===== src/hw/rtl/fspr_pkg.sv =====
// fan speed pi regulator: shared types, constants and rounding helper
`default_nettype none

package fspr_pkg;

  // duty scale, Q8 percent
  localparam logic [14:0] FullDuty  = 15'd25600;
  localparam logic [14:0] OnePct    = 15'd256;
  localparam logic [14:0] JumpLimit = 15'd1280;

  // sample timing and tach option
  localparam logic [31:0] SamplePeriodMs = 32'd1000;
  localparam logic        TachPresent    = 1'b1;

  // ema weight of one in Q8
  localparam logic [8:0] AlphaOne = 9'd256;

  // register reset values
  localparam logic [15:0] PropGainRst        = 16'd0;
  localparam logic [15:0] IntegralGainRst    = 16'd0;
  localparam logic [14:0] IntegralLimitRst   = 15'd5120;
  localparam logic [14:0] MinOnDutyRst       = 15'd3072;
  localparam logic [6:0]  UnderspeedPctRst   = 7'd15;
  localparam logic [15:0] FaultHoldMsRst     = 16'd5000;
  localparam logic [15:0] StartupGraceMsRst  = 16'd5000;
  localparam logic [8:0]  SmoothingAlphaRst  = 9'd64;

  // register index, taken from paddr[4:2]
  typedef enum logic [2:0] {
    RegPropGain       = 3'd0,
    RegIntegralGain   = 3'd1,
    RegIntegralLimit  = 3'd2,
    RegMinOnDuty      = 3'd3,
    RegUnderspeedPct  = 3'd4,
    RegFaultHoldMs    = 3'd5,
    RegStartupGraceMs = 3'd6,
    RegSmoothingAlpha = 3'd7
  } reg_idx_e;

  // configuration seen by the datapath
  typedef struct packed {
    logic [15:0] prop_gain;
    logic [15:0] integral_gain;
    logic [14:0] integral_limit;
    logic [14:0] min_on_duty;
    logic [6:0]  underspeed_pct;
    logic [15:0] fault_hold_ms;
    logic [15:0] startup_grace_ms;
    logic [8:0]  smoothing_alpha;
  } cfg_t;

  // one input word
  typedef struct packed {
    logic [31:0] now_ms;
    logic [14:0] commanded_duty;
    logic [15:0] target_rpm;
    logic [15:0] tach_rpm;
    logic        tach_valid;
  } item_t;

  // one result word
  typedef struct packed {
    logic [14:0] duty_out;
    logic [15:0] report_rpm;
    logic        rpm_known;
    logic        speed_fault;
  } result_t;

  // divide by 256, round to nearest, half away from zero
  function automatic logic signed [27:0] round_q8(input logic signed [35:0] v);
    logic signed [35:0] mag;
    logic signed [27:0] q;
    mag = (v >= 36'sd0) ? (v + 36'sd128) : (-v + 36'sd128);
    q   = $signed(mag[35:8]);
    return (v >= 36'sd0) ? q : -q;
  endfunction

endpackage

`default_nettype wire


===== src/hw/rtl/fspr_regs.sv =====
// fan speed pi regulator: apb configuration registers
`default_nettype none

module fspr_regs
  import fspr_pkg::*;
(
  input  wire logic        clk_i,
  input  wire logic        rst_ni,
  input  wire logic        psel,
  input  wire logic        penable,
  input  wire logic        pwrite,
  input  wire logic [4:0]  paddr,
  input  wire logic [31:0] pwdata,
  output logic [31:0]      prdata,
  output logic             pready,
  output cfg_t             cfg_o
);

  cfg_t     cfg_q;
  reg_idx_e idx;
  logic     wr_en;

  assign idx    = reg_idx_e'(paddr[4:2]);
  assign wr_en  = psel & penable & pwrite;
  assign pready = 1'b1;
  assign cfg_o  = cfg_q;

  // register writes
  always_ff @(posedge clk_i or negedge rst_ni) begin
    if (!rst_ni) begin
      cfg_q.prop_gain        <= PropGainRst;
      cfg_q.integral_gain    <= IntegralGainRst;
      cfg_q.integral_limit   <= IntegralLimitRst;
      cfg_q.min_on_duty      <= MinOnDutyRst;
      cfg_q.underspeed_pct   <= UnderspeedPctRst;
      cfg_q.fault_hold_ms    <= FaultHoldMsRst;
      cfg_q.startup_grace_ms <= StartupGraceMsRst;
      cfg_q.smoothing_alpha  <= SmoothingAlphaRst;
    end else if (wr_en) begin
      case (idx)
        RegPropGain:       cfg_q.prop_gain        <= pwdata[15:0];
        RegIntegralGain:   cfg_q.integral_gain    <= pwdata[15:0];
        RegIntegralLimit:  cfg_q.integral_limit   <= pwdata[14:0];
        RegMinOnDuty:      cfg_q.min_on_duty      <= pwdata[14:0];
        RegUnderspeedPct:  cfg_q.underspeed_pct   <= pwdata[6:0];
        RegFaultHoldMs:    cfg_q.fault_hold_ms    <= pwdata[15:0];
        RegStartupGraceMs: cfg_q.startup_grace_ms <= pwdata[15:0];
        RegSmoothingAlpha: cfg_q.smoothing_alpha  <= pwdata[8:0];
        default: ;
      endcase
    end
  end

  // read mux
  always_comb begin
    case (idx)
      RegPropGain:       prdata = {16'd0, cfg_q.prop_gain};
      RegIntegralGain:   prdata = {16'd0, cfg_q.integral_gain};
      RegIntegralLimit:  prdata = {17'd0, cfg_q.integral_limit};
      RegMinOnDuty:      prdata = {17'd0, cfg_q.min_on_duty};
      RegUnderspeedPct:  prdata = {25'd0, cfg_q.underspeed_pct};
      RegFaultHoldMs:    prdata = {16'd0, cfg_q.fault_hold_ms};
      RegStartupGraceMs: prdata = {16'd0, cfg_q.startup_grace_ms};
      RegSmoothingAlpha: prdata = {23'd0, cfg_q.smoothing_alpha};
      default:           prdata = 32'd0;
    endcase
  end

endmodule

`default_nettype wire


===== config.mk =====
export PLATFORM = sky130hd
export DESIGN_NAME = fspr_regs
export DESIGN_NICKNAME = d
export VERILOG_FILES = /design/src/hw/rtl/fspr_pkg.sv /design/src/hw/rtl/fspr_regs.sv
export SDC_FILE = /design/constraint.sdc
export NUM_CORES = 1
export LEC_CHECK = 0
export ABC_AREA = 1
export BUFFER_PORTS_ARGS = -buffer_cell sky130_fd_sc_hd__buf_4
export CORE_ASPECT_RATIO = 1.4
export CORE_MARGIN = 8
export CORE_UTILIZATION = 50
export DETAILED_ROUTE_END_ITERATION = 7
export PLACE_DENSITY_LB_ADDON = 0.08
export SLEW_MARGIN = 20
export SYNTH_ARGS = -nofsm -noshare
export SYNTH_HDL_FRONTEND = slang
export SYNTH_SLANG_ARGS = --single-unit

===== constraint.sdc =====
create_clock -name clk_i -period 1.3 [get_ports clk_i]
set_clock_uncertainty 0.2 [all_clocks]
set_input_delay 0.13 -clock clk_i [delete_from_list [all_inputs] [get_ports clk_i]]
set_output_delay 0.13 -clock clk_i [all_outputs]
set_load 0.005 [all_outputs]

== After elaboration in Yosys (flattened, before gate mapping) ==
Index checks and enable logic that the tools add are counted.
Operators by class
  muxes and demuxes: 1
  reductions and logical operators: 9
  bitwise logic cells: 2
  equal/unequal tests: 7
Operators with widths (number)
  case mux 32 bit (8 select lines): 1
  AND reduction 2 bit: 8
  equality test 3 bit (second input constant): 4
  equality test 3 x 2 -> 1 bit (second input constant): 2
  equality test 3 x 1 -> 1 bit (second input constant): 1
  logical NOT 3 bit: 1
  bitwise AND 1 bit: 2
Storage, ports and cells
  input bits: 42
  register bits after elaboration: 110
  word-level logic and storage cells: 27

== Logic depth before layout (Yosys ltp) ==
Gate-level depths: netlist of run 1.
  word-level depth: 3
  depth in mapped cells: 8
  mapped depth without buffers: 6

== Least setup slack after synthesis of run 1 ==
OpenSTA, ideal clock, no wires.
  path kind: input to output
  start point: input port paddr[3]
  end point: output port prdata[10]
  data arrival time: 0.984 ns
  setup slack: -0.014 ns
  stages: 7
  path through: buf_4 -> inv_4 -> clkbuf_1 -> nand4_1 -> o21ai_0 -> inv_1 -> nand3_1
On the way
  word-level cells in the longest chain between the ends: 2
  elaborated cells on any way between the ends: 9
  those cells by class: eq/ne (7); mux (1); reduce/logical (1)
Ends and longest elaborated chain
  from (decl): line fspr_regs.sv:12  | input wire logic [4:0] paddr,
  equality test 3 bit, or another cell as far along: line fspr_regs.sv:56  | case (idx)
  case mux 32 bit (8 select lines) (*): line fspr_regs.sv:56
  to (decl): line fspr_regs.sv:14  | output logic [31:0] prdata,
Every way passes the cells marked *; elsewhere a longest branch is shown, timed or not. The select of a mux whose other input is x is not followed.

== Worst setup path after layout of run 1 ==
  start point: register cfg_q, in the netlist cfg_o[57]
  end point: output port prdata[9]
On the way
  word-level cells in the longest chain between the ends: 1
Ends and longest elaborated chain
  from (decl): line fspr_regs.sv:19  | cfg_t cfg_q;
  case mux 32 bit (8 select lines): line fspr_regs.sv:56
Every way passes these cells. The select of a mux whose other input is x is not followed.

==> flow_summary_export.csv, run 1 <==
group,metric,value,unit
status,violations,"negative setup slack",
detailed_routing,drtPass1Iterations,7,
detailed_routing,wl_per_cell,20.9,um
synth,yosysSeqAreaShare,51.9,%
clocking,cts_tree,"done",
place,gp_congestion,0.917,
setup_path,start_kind,"flip-flop",
global_route,antenna_found_initial,0,
detailed_routing,drt-vias-per-instance,5.78,
sta,fmaxAchievable,0.579,GHz
synth,synth_area,0.00535,sq mm
detailed_routing,wl,22.0,mm
worst_hold_path,hp-class,"in -> async",
setup_path,critPathMaxStageDelay,410,ps
synth,ys_seq_elements,110,
setup_path,slowest_stage,"dfrtp_1",
clocking,cts_max_level,3,
synth,ys_types,26,
setup_path,r2r_slack,20,ps
detailed_routing,route.detailed.drc,0,
setup_path,cp_cell_sequence,"nand4_1, nand2_1, nor2_1, nand3_2, buf_6",
sta,final-setup-viol-count,81,
sta,fin_crit,1730,ps
setup_path,worstRegToRegCells,5,
sta,hold_violations,0,
clocking,cts.sinks,110,
finish,drive_above_1_share,40.2,%
place,placed_cell_area,0.00723,sq mm
die,core_area,0.0104,sq mm
global_route,grt_pass1_wl,31.2,mm
die,chipHeight,138,um
global_route,grt_pass1_vias,5844,
setup_path,crit_arrival,1400,ps
die,die-area,0.0143,sq mm
setup_path,endpoint,"prdata[9]",
setup_path,cp_top_family,"simple AND/OR/NAND/NOR gates",
power_and_ir_drop,p_leak,4.35,nW
sta,setup_slack,-427,ps
synth,syn_inst,643,
setup_path,cp.depth,5,
setup_path,reg2reg_to,"cfg_o[34]$_DFFE_PN1P_",
clocking,clk-insertion-delay-late,350,ps
finish,largest_reg_flops,110,
die,die_w,103,um
finish,postLayoutCellArea,0.00868,sq mm
setup_path,endpoint_kind,"primary output",
power_and_ir_drop,p_per_area,1440,mW/mm^2
setup_path,critPathLaunch,"cfg_o[57]$_DFFE_PN0P_",
finish,area_delta_synth_final,62.3,%
run,cap_violations,0,
setup_path,worst-path-buf-inv,1,
power_and_ir_drop,power_frac_seq,39.0,%
global_route,grt_max_degree,41,
power_and_ir_drop,combPwrFrac,37.4,%
synth,yosysTopAreaCell,"dfrtp_1",
setup_path,worst-path-max-fanout,2,
synth,netlist_top_cells_area,"dfrtp_1, nand2_1, dfstp_2",
finish,fill_cells,604,
power_and_ir_drop,intPower,8.61,mW
global_route,grt_overflow,0,
power_and_ir_drop,switching_share,31.1,%
power_and_ir_drop,irDropWorstVdd,0.00103,V
finish,diodes,0,
clocking,cts.clk_slew.worst_paths,80,ps
detailed_routing,vias,6106,
detailed_routing,drt_first_iter_violations,550,
clocking,numCtsBuffers,9,
die,pin_count,185,
sta,fin_crit_sh,133,%
global_route,grt_use_total,28.2,%
status,status,"finished, violations left",
sta,rsz0062_at_grt,"yes",
power_and_ir_drop,p_clk_share,23.7,%
synth,syn_area_per_cell,8.32,sq um
clocking,clockBufferDepth,2,
die,num_rows,44,
power_and_ir_drop,total_power,12.5,mW
synth,yosysTopAreaCellShare,42.6,%
clocking,cts_root_buf,"clkbuf_16",
setup_path,cp.required,970,ps
setup_path,setup.worst_path.class,"reg -> out",
setup_path,r2r_start,"cfg_o[34]$_DFFE_PN1P_",
synth,yosys_warnings,0,
finish,fin_nets,956,
sta,slew_violations,0,
detailed_routing,ant_nets,0,
die,start_util,51.4,%
place,port_buffers,149,
power_and_ir_drop,p_sw,3.88,mW
place,dpl.hpwl,14.1,mm
## worst min-delay path by stage
stage | startpoint | endpoint | cells after the start
2_1_floorplan | rst_ni | cfg_o[0]$_DFFE_PN0P_ | 0
3_3_place_gp | rst_ni | cfg_o[83]$_DFFE_PN0P_ | 1
3_5_place_dp | rst_ni | cfg_o[83]$_DFFE_PN0P_ | 1
4_1_cts | rst_ni | cfg_o[83]$_DFFE_PN0P_ | 2
5_1_grt | rst_ni | cfg_o[7]$_DFFE_PN0P_ | 2
6_report | rst_ni | cfg_o[83]$_DFFE_PN0P_ | 2
## power by group through the flow
stage          sequential [mW]  combinational [mW]  clock, mW
5_1_grt                   4.92                4.99       3.07
3_5_place_dp              4.82                3.35          0
4_1_cts                   4.79                4.14       2.95
2_1_floorplan             4.80                1.01          0
6_report                  4.87                4.67       2.96
3_3_place_gp              4.81                3.28          0
## cell families after synthesis
kind of cell	after synthesis	share of synthesized area [%]
and+or+nand+nor	303	26.5
AOI/OAI and AO/OA	116	10.9
buffers and inverters	112	10.6
DFF	110	51.9
other	2	0.140
## through the flow
step | hold WS, ps | TNS (ps) | setup WS, ps | instances | utilization, %
finish | 10.4 | -10030 | -427 | 1057 | 83.4
global route | 46.3 | -11890 | -450 | 1057 | 83.4
CTS | 17.0 | -7970 | -359 | 1032 | 80.1
detailed placement | -157 | -24430 | -291 | 979 | 69.5
global placement | -157 | -21720 | -277 | 979 | 69.5
floorplan | -366 | 0 | 4.20 | 658 | -
## cells in the mapped netlist, drive strengths merged
| library cell | n |
|---|---|
| inv | 50 |
| a21oi | 24 |
| o21ai | 92 |
| nand3 | 26 |
| buf | 57 |
| nor2 | 69 |
| nor3 | 4 |
| nand4 | 64 |
| dfstp | 19 |
| dfrtp | 91 |
| clkbuf | 5 |
| conb | 2 |
| nand2 | 140 |
## cells in the final DEF, fill, tap and decap left out, types with 19 or more instances in the layout
cell / synthesis / final
buf_4: 23 / 129
o21ai_0: 46 / 43
o21ai_1: 46 / 47
inv_1: 46 / 42
nand2_1: 137 / 133
dfrtp_1: 91 / 91
dfstp_2: 19 / 19
a21oi_1: 24 / 24
nor2_1: 65 / 54
nand4_1: 64 / 64
buf_6: 3 / 144
## routing by layer
metal | track usage [%] | up-vias | share of wire, %
met4 | 13.2 | 0 | 4.4
li1 | - | 2661 | -
met1 | 33.0 | 2935 | 35
met3 | 4.77 | 84 | 8.9
met5 | 0 | - | 0
met2 | 48.1 | 426 | 52
## timing repair
| action | 4_1_cts | 5_1_grt |
|---|---|---|
| hold buffers | 17 | 0 |
| cloned | 1 | 0 |
| setup buffers | 30 | 34 |
| pin swaps | 36 | 22 |
| endpoints found under the hold margin | 167 | 0 |
| setup endpoints to repair | 71 | 81 |
| resized for setup | 131 | 52 |
## cell type report
cell class	instances	area, sq um	share of cell area (%)
Clock inverter	5	63.8	0.735
Multi-Input combinational cell	437	2150	24.7
Sequential cell	110	2780	32.0
Clock buffer	11	253	2.91
Inverter	50	193	2.22
Tap cell	138	173	1.99
Timing Repair Buffer	306	3080	35.4
(Power assumes the default switching activity.)
==> run 2: changes to the inputs <==
==> constraint.sdc (replaced) <==
create_clock -name clk_i -period 1.3 [get_ports clk_i]
set_clock_uncertainty 0.2 [all_clocks]
set_input_delay 0.065 -clock clk_i [delete_from_list [all_inputs] [get_ports clk_i]]
set_output_delay 0.065 -clock clk_i [all_outputs]
set_load 0.005 [all_outputs]
==> flow_summary_export.csv, run 2 (synthesis results as in run 1) <==
group,metric,value,unit
finish,final_common_cell,"buf_4",
power_and_ir_drop,total_power,11.3,mW
finish,postLayoutCellArea,0.00802,sq mm
clocking,cts.clk_slew.worst_paths,70,ps
setup_path,worst-path-buf-inv,1,
die,die_w,103,um
die,die-area,0.0143,sq mm
clocking,cts_root_buf,"clkbuf_16",
setup_path,cp_top_family,"flip-flops",
global_route,grt_use_total,25.2,%
detailed_routing,vias,5509,
sta,fin_setup_tns,-4370,ps
clocking,clk-insertion-delay-late,340,ps
sta,hold_violations,0,
finish,largest_reg_flops,110,
setup_path,critPathMaxStageDelay,550,ps
global_route,grt_pass1_vias,5297,
detailed_routing,drtPass1Iterations,5,
clocking,clockBufferDepth,2,
detailed_routing,route.detailed.drc,0,
detailed_routing,wl_per_cell,18.0,um
place,dpl.hpwl,13.0,mm
detailed_routing,drt-vias-per-instance,5.40,
finish,area_delta_synth_final,49.9,%
power_and_ir_drop,p_per_area,1410,mW/mm^2
setup_path,endpoint_kind,"primary output",
die,start_util,51.4,%
power_and_ir_drop,p_leak,4.07,nW
clocking,cts.sinks,110,
finish,drive_above_1_share,37.0,%
setup_path,setup.worst_path.class,"reg -> out",
sta,setup_slack,-291,ps
power_and_ir_drop,irDropWorstVdd,0.00102,V
setup_path,start_kind,"flip-flop",
detailed_routing,drt_first_iter_violations,311,
finish,diodes,0,
finish,fin_nets,919,
setup_path,cp_cell_sequence,"nand4_1, nand2_1, nor2_2, nand3_1, buf_4",
place,placed_cell_area,0.00691,sq mm
setup_path,crit_arrival,1330,ps
detailed_routing,ant_nets,0,
setup_path,cp.required,1030,ps
place,port_buffers,149,
die,core_area,0.0104,sq mm
die,pin_count,185,
worst_hold_path,hp-class,"in -> async",
setup_path,worst-path-max-fanout,2,
sta,fin_crit_sh,122,%
global_route,antenna_found_initial,0,
status,status,"finished, violations left",
die,chipHeight,138,um
finish,layout_common_cells,"buf_4, nand2_1, dfrtp_1",
die,num_rows,44,
place,gp_congestion,0.858,
sta,slew_violations,0,
setup_path,slowest_stage,"dfstp_2",
sta,fmaxAchievable,0.628,GHz
global_route,grt_overflow,0,
clocking,cts_max_level,3,
run,cap_violations,0,
sta,rsz0062_at_grt,"yes",
global_route,grt_pass1_wl,28.2,mm
sta,final-setup-viol-count,33,
global_route,grt_max_degree,46,
finish,fill_cells,744,
detailed_routing,wl,18.3,mm
status,violations,"negative setup slack",
clocking,numCtsBuffers,9,
sta,hold_ws,56.8,ps
sta,fin_crit,1590,ps
clocking,cts_tree,"done",
## run 2: cell types whose count changed in the layout (fill, tap and decap cells not counted), moves of 2 or more
cell / change
buf_4: +65
nor2_4: +2
nand3_2: -3
nand2_1: +3
buf_6: -102
nand3_1: +2
nand2_2: -3
## run 2: worst min-delay path: cells and delay by family
kind	cells	cell delay [ps]
buffers and inverters	3	890
## run 2: through the flow
stage | worst slack (ps) | instances | utilization [%]
2_1_floorplan | 110 | 658 | -
3_3_place_gp | -61.2 | 936 | 66.4
3_5_place_dp | -99.6 | 936 | 66.4
4_1_cts | -279 | 1006 | 74.7
5_1_grt | -331 | 1020 | 77.1
6_report | -291 | 1020 | 77.1
## run 2: worst paths after layout
| path | startpoint | endpoint | slack, ps | cells after the start |
|---|---|---|---|---|
| max in group asynchronous | rst_ni | cfg_o[69]$_DFFE_PN0P_ | 160 | 3 |
| worst max register to register | cfg_o[44]$_DFFE_PN1P_ | cfg_o[44]$_DFFE_PN1P_ | 140 | 4 |
| worst min register to register | cfg_o[32]$_DFFE_PN1P_ | cfg_o[32]$_DFFE_PN1P_ | 300 | 2 |
| worst max-delay path | cfg_o[6]$_DFFE_PN1P_ | prdata[6] | -290 | 5 |
| min in group clk_i | penable | cfg_o[44]$_DFFE_PN1P_ | 60 | 6 |
| worst min-delay path | rst_ni | cfg_o[81]$_DFFE_PN0P_ | 60 | 3 |
## run 2: per-layer routing
metal	GRT usage [%]	routed length [um]	up-vias	part of all wire, %
li1	-	-	2574	-
met1	32.5	7410	2661	40
met2	40.9	9070	248	49
met3	6.23	1540	26	8.4
met4	6.27	310	0	1.7
met5	0	0	-	0
## run 2: cell type report
class | count | area [sq um] | share of cell area, %
Clock buffer | 10 | 239 | 2.98
Timing Repair Buffer | 270 | 2440 | 30.5
Inverter | 50 | 190 | 2.37
Sequential cell | 110 | 2780 | 34.6
Tap cell | 138 | 173 | 2.15
Multi-Input combinational cell | 436 | 2130 | 26.6
Clock inverter | 6 | 68.8 | 0.858
## run 2: power breakdown
group          switching, mW  internal (mW)
sequential             0.549           4.22
clock                   1.26           1.56
combinational           1.59           2.15
## run 2: timing repair
item	CTS	global route
setup buffers	35	20
gates cloned	1	0
hold buffers	18	0
pin swaps	44	27
hold endpoints to repair	220	0
resized for setup	29	42
endpoints found under the setup margin	16	36
==> run 3: changes to the inputs <==
==> constraint.sdc (replaced) <==
create_clock -name clk_i -period 1.7 [get_ports clk_i]
set_clock_uncertainty 0.2 [all_clocks]
set_input_delay 0.085 -clock clk_i [delete_from_list [all_inputs] [get_ports clk_i]]
set_output_delay 0.085 -clock clk_i [all_outputs]
set_load 0.005 [all_outputs]
==> flow_summary_export.csv, run 3 (synthesis results as in run 1) <==
group,metric,value,unit
clocking,cts.clk_slew.worst_paths,70,ps
place,placed_cell_area,0.00659,sq mm
finish,fill_cells,888,
setup_path,cp_top_family,"simple AND/OR/NAND/NOR gates",
finish,layout_common_cells,"buf_4, nand2_1, dfrtp_1",
power_and_ir_drop,irDropWorstVdd,0.000642,V
sta,fmaxAchievable,0.603,GHz
global_route,antenna_found_initial,0,
finish,final_common_cell,"buf_4",
finish,fin_util,68.0,%
clocking,cts_max_level,3,
power_and_ir_drop,intPower,5.64,mW
place,gp_congestion,0.902,
die,die_w,103,um
setup_path,cp_cell_sequence,"nand4_1, nand2_1, nor2_1, nand3_1, buf_4",
finish,drive_above_1_share,27.8,%
clocking,cts.sinks,110,
worst_hold_path,hp-class,"in -> async",
die,die-area,0.0143,sq mm
clocking,cts_tree,"done",
setup_path,crit_arrival,1370,ps
detailed_routing,wl,16.7,mm
global_route,grt_pass1_vias,4929,
clocking,cts_root_buf,"clkbuf_16",
place,port_buffers,149,
sta,final-setup-viol-count,0,
power_and_ir_drop,p_per_area,1130,mW/mm^2
setup_path,slowest_stage,"dfrtp_1",
setup_path,start_kind,"flip-flop",
place,dp.cells,906,
setup_path,endpoint_kind,"primary output",
setup_path,cp.required,1410,ps
detailed_routing,vias,5106,
setup_path,worstRegToRegCells,2,
global_route,grt_pass1_wl,26.6,mm
power_and_ir_drop,p_leak,3.56,nW
power_and_ir_drop,p_clk_share,27.6,%
die,num_rows,44,
die,start_util,51.4,%
detailed_routing,drt-vias-per-instance,5.44,
sta,rsz0062_at_grt,"yes",
global_route,grt_overflow,0,
clocking,clockBufferDepth,2,
detailed_routing,wl_per_cell,17.8,um
status,status,"finished, final reports clean",
finish,postLayoutCellArea,0.00707,sq mm
clocking,cts_setup_buffers,0,
finish,final_cell_count_no_fill,939,
finish,area_delta_synth_final,32.3,%
power_and_ir_drop,combPwrFrac,26.4,%
clocking,numCtsBuffers,9,
setup_path,setup.worst_path.class,"reg -> out",
detailed_routing,route.detailed.drc,0,
finish,diodes,0,
detailed_routing,drt_first_iter_violations,272,
setup_path,r2r_slack,670,ps
setup_path,r2r_start,"cfg_o[12]$_DFFE_PN1P_",
detailed_routing,ant_nets,0,
setup_path,worst-path-max-fanout,3,
power_and_ir_drop,power_frac_seq,46.0,%
die,pin_count,185,
clocking,clk-insertion-delay-late,340,ps
power_and_ir_drop,switching_share,29.7,%
place,dpl.hpwl,12.1,mm
setup_path,reg2reg_to,"cfg_o[12]$_DFFE_PN1P_",
sta,fin_crit,1660,ps
global_route,grt_max_degree,46,
die,chipHeight,138,um
sta,hold_ws,5.13,ps
global_route,grt_use_total,23.6,%
setup_path,critPathMaxStageDelay,420,ps
power_and_ir_drop,total_power,8.02,mW
finish,largest_reg_flops,110,
die,core_area,0.0104,sq mm
sta,fin_crit_sh,97.5,%
sta,slew_violations,0,
run,cap_violations,0,
setup_path,worst-path-buf-inv,1,
sta,hold_violations,0,
finish,fin_nets,838,
power_and_ir_drop,p_sw,2.38,mW
detailed_routing,drtPass1Iterations,5,
## run 3: final cells by class
| class | count | area (sq um) | area share, % |
|---|---|---|---|
| clock buffer | 11 | 233 | 3.29 |
| clock inverter | 5 | 75.1 | 1.06 |
| inverter | 50 | 190 | 2.69 |
| multi-input combinational | 436 | 2070 | 29.2 |
| sequential | 110 | 2780 | 39.2 |
| tap | 138 | 173 | 2.44 |
| timing repair buffer | 189 | 1560 | 22.1 |
## run 3: power by group through the flow
stage                     sequential (mW)  combinational [mW]  clock (mW)
after floorplan                      3.67               0.773           0
after global placement               3.71                2.06           0
after detailed placement             3.73                2.10           0
after CTS                            3.69                2.15        2.24
after global routing                 3.76                2.34        2.33
final                                3.69                2.12        2.22
## run 3: worst max-delay path by stage
stage,slack (ps),depth (start not counted),to,from
floorplan,480,7,prdata[10],paddr[3]
CTS,30,5,prdata[12],cfg_o[21]$_DFFE_PN1P_
global placement,130,8,cfg_o[81]$_DFFE_PN0P_,paddr[3]
finish,40,5,prdata[0],cfg_o[25]$_DFFE_PN0P_
detailed placement,90,8,cfg_o[89]$_DFFE_PN0P_,paddr[3]
global route,-10,5,prdata[9],cfg_o[34]$_DFFE_PN1P_
## run 3: through the flow
| stage | TNS (ps) | setup WS (ps) |
|---|---|---|
| final | 0 | 42.9 |
| after global routing | -12.9 | -12.9 |
| after detailed placement | 0 | 93.6 |
| after global placement | 0 | 133 |
| after floorplan | 0 | 476 |
| after CTS | 0 | 32.2 |
## run 3: repair_timing
item | 4_1_cts | 5_1_grt
setup endpoints to repair | 0 | 3
hold buffers | 17 | 0
gates resized for setup | 0 | 3
hold endpoints to repair | 205 | 0
## run 3: routing by layer
metal | global-route usage (%) | vias to the layer above | share of wire [%]
met5 | 0 | - | 0
met4 | 8.03 | 0 | 1.8
met3 | 4.37 | 25 | 8.3
met2 | 36.4 | 238 | 49
met1 | 32.1 | 2427 | 41
li1 | - | 2416 | -
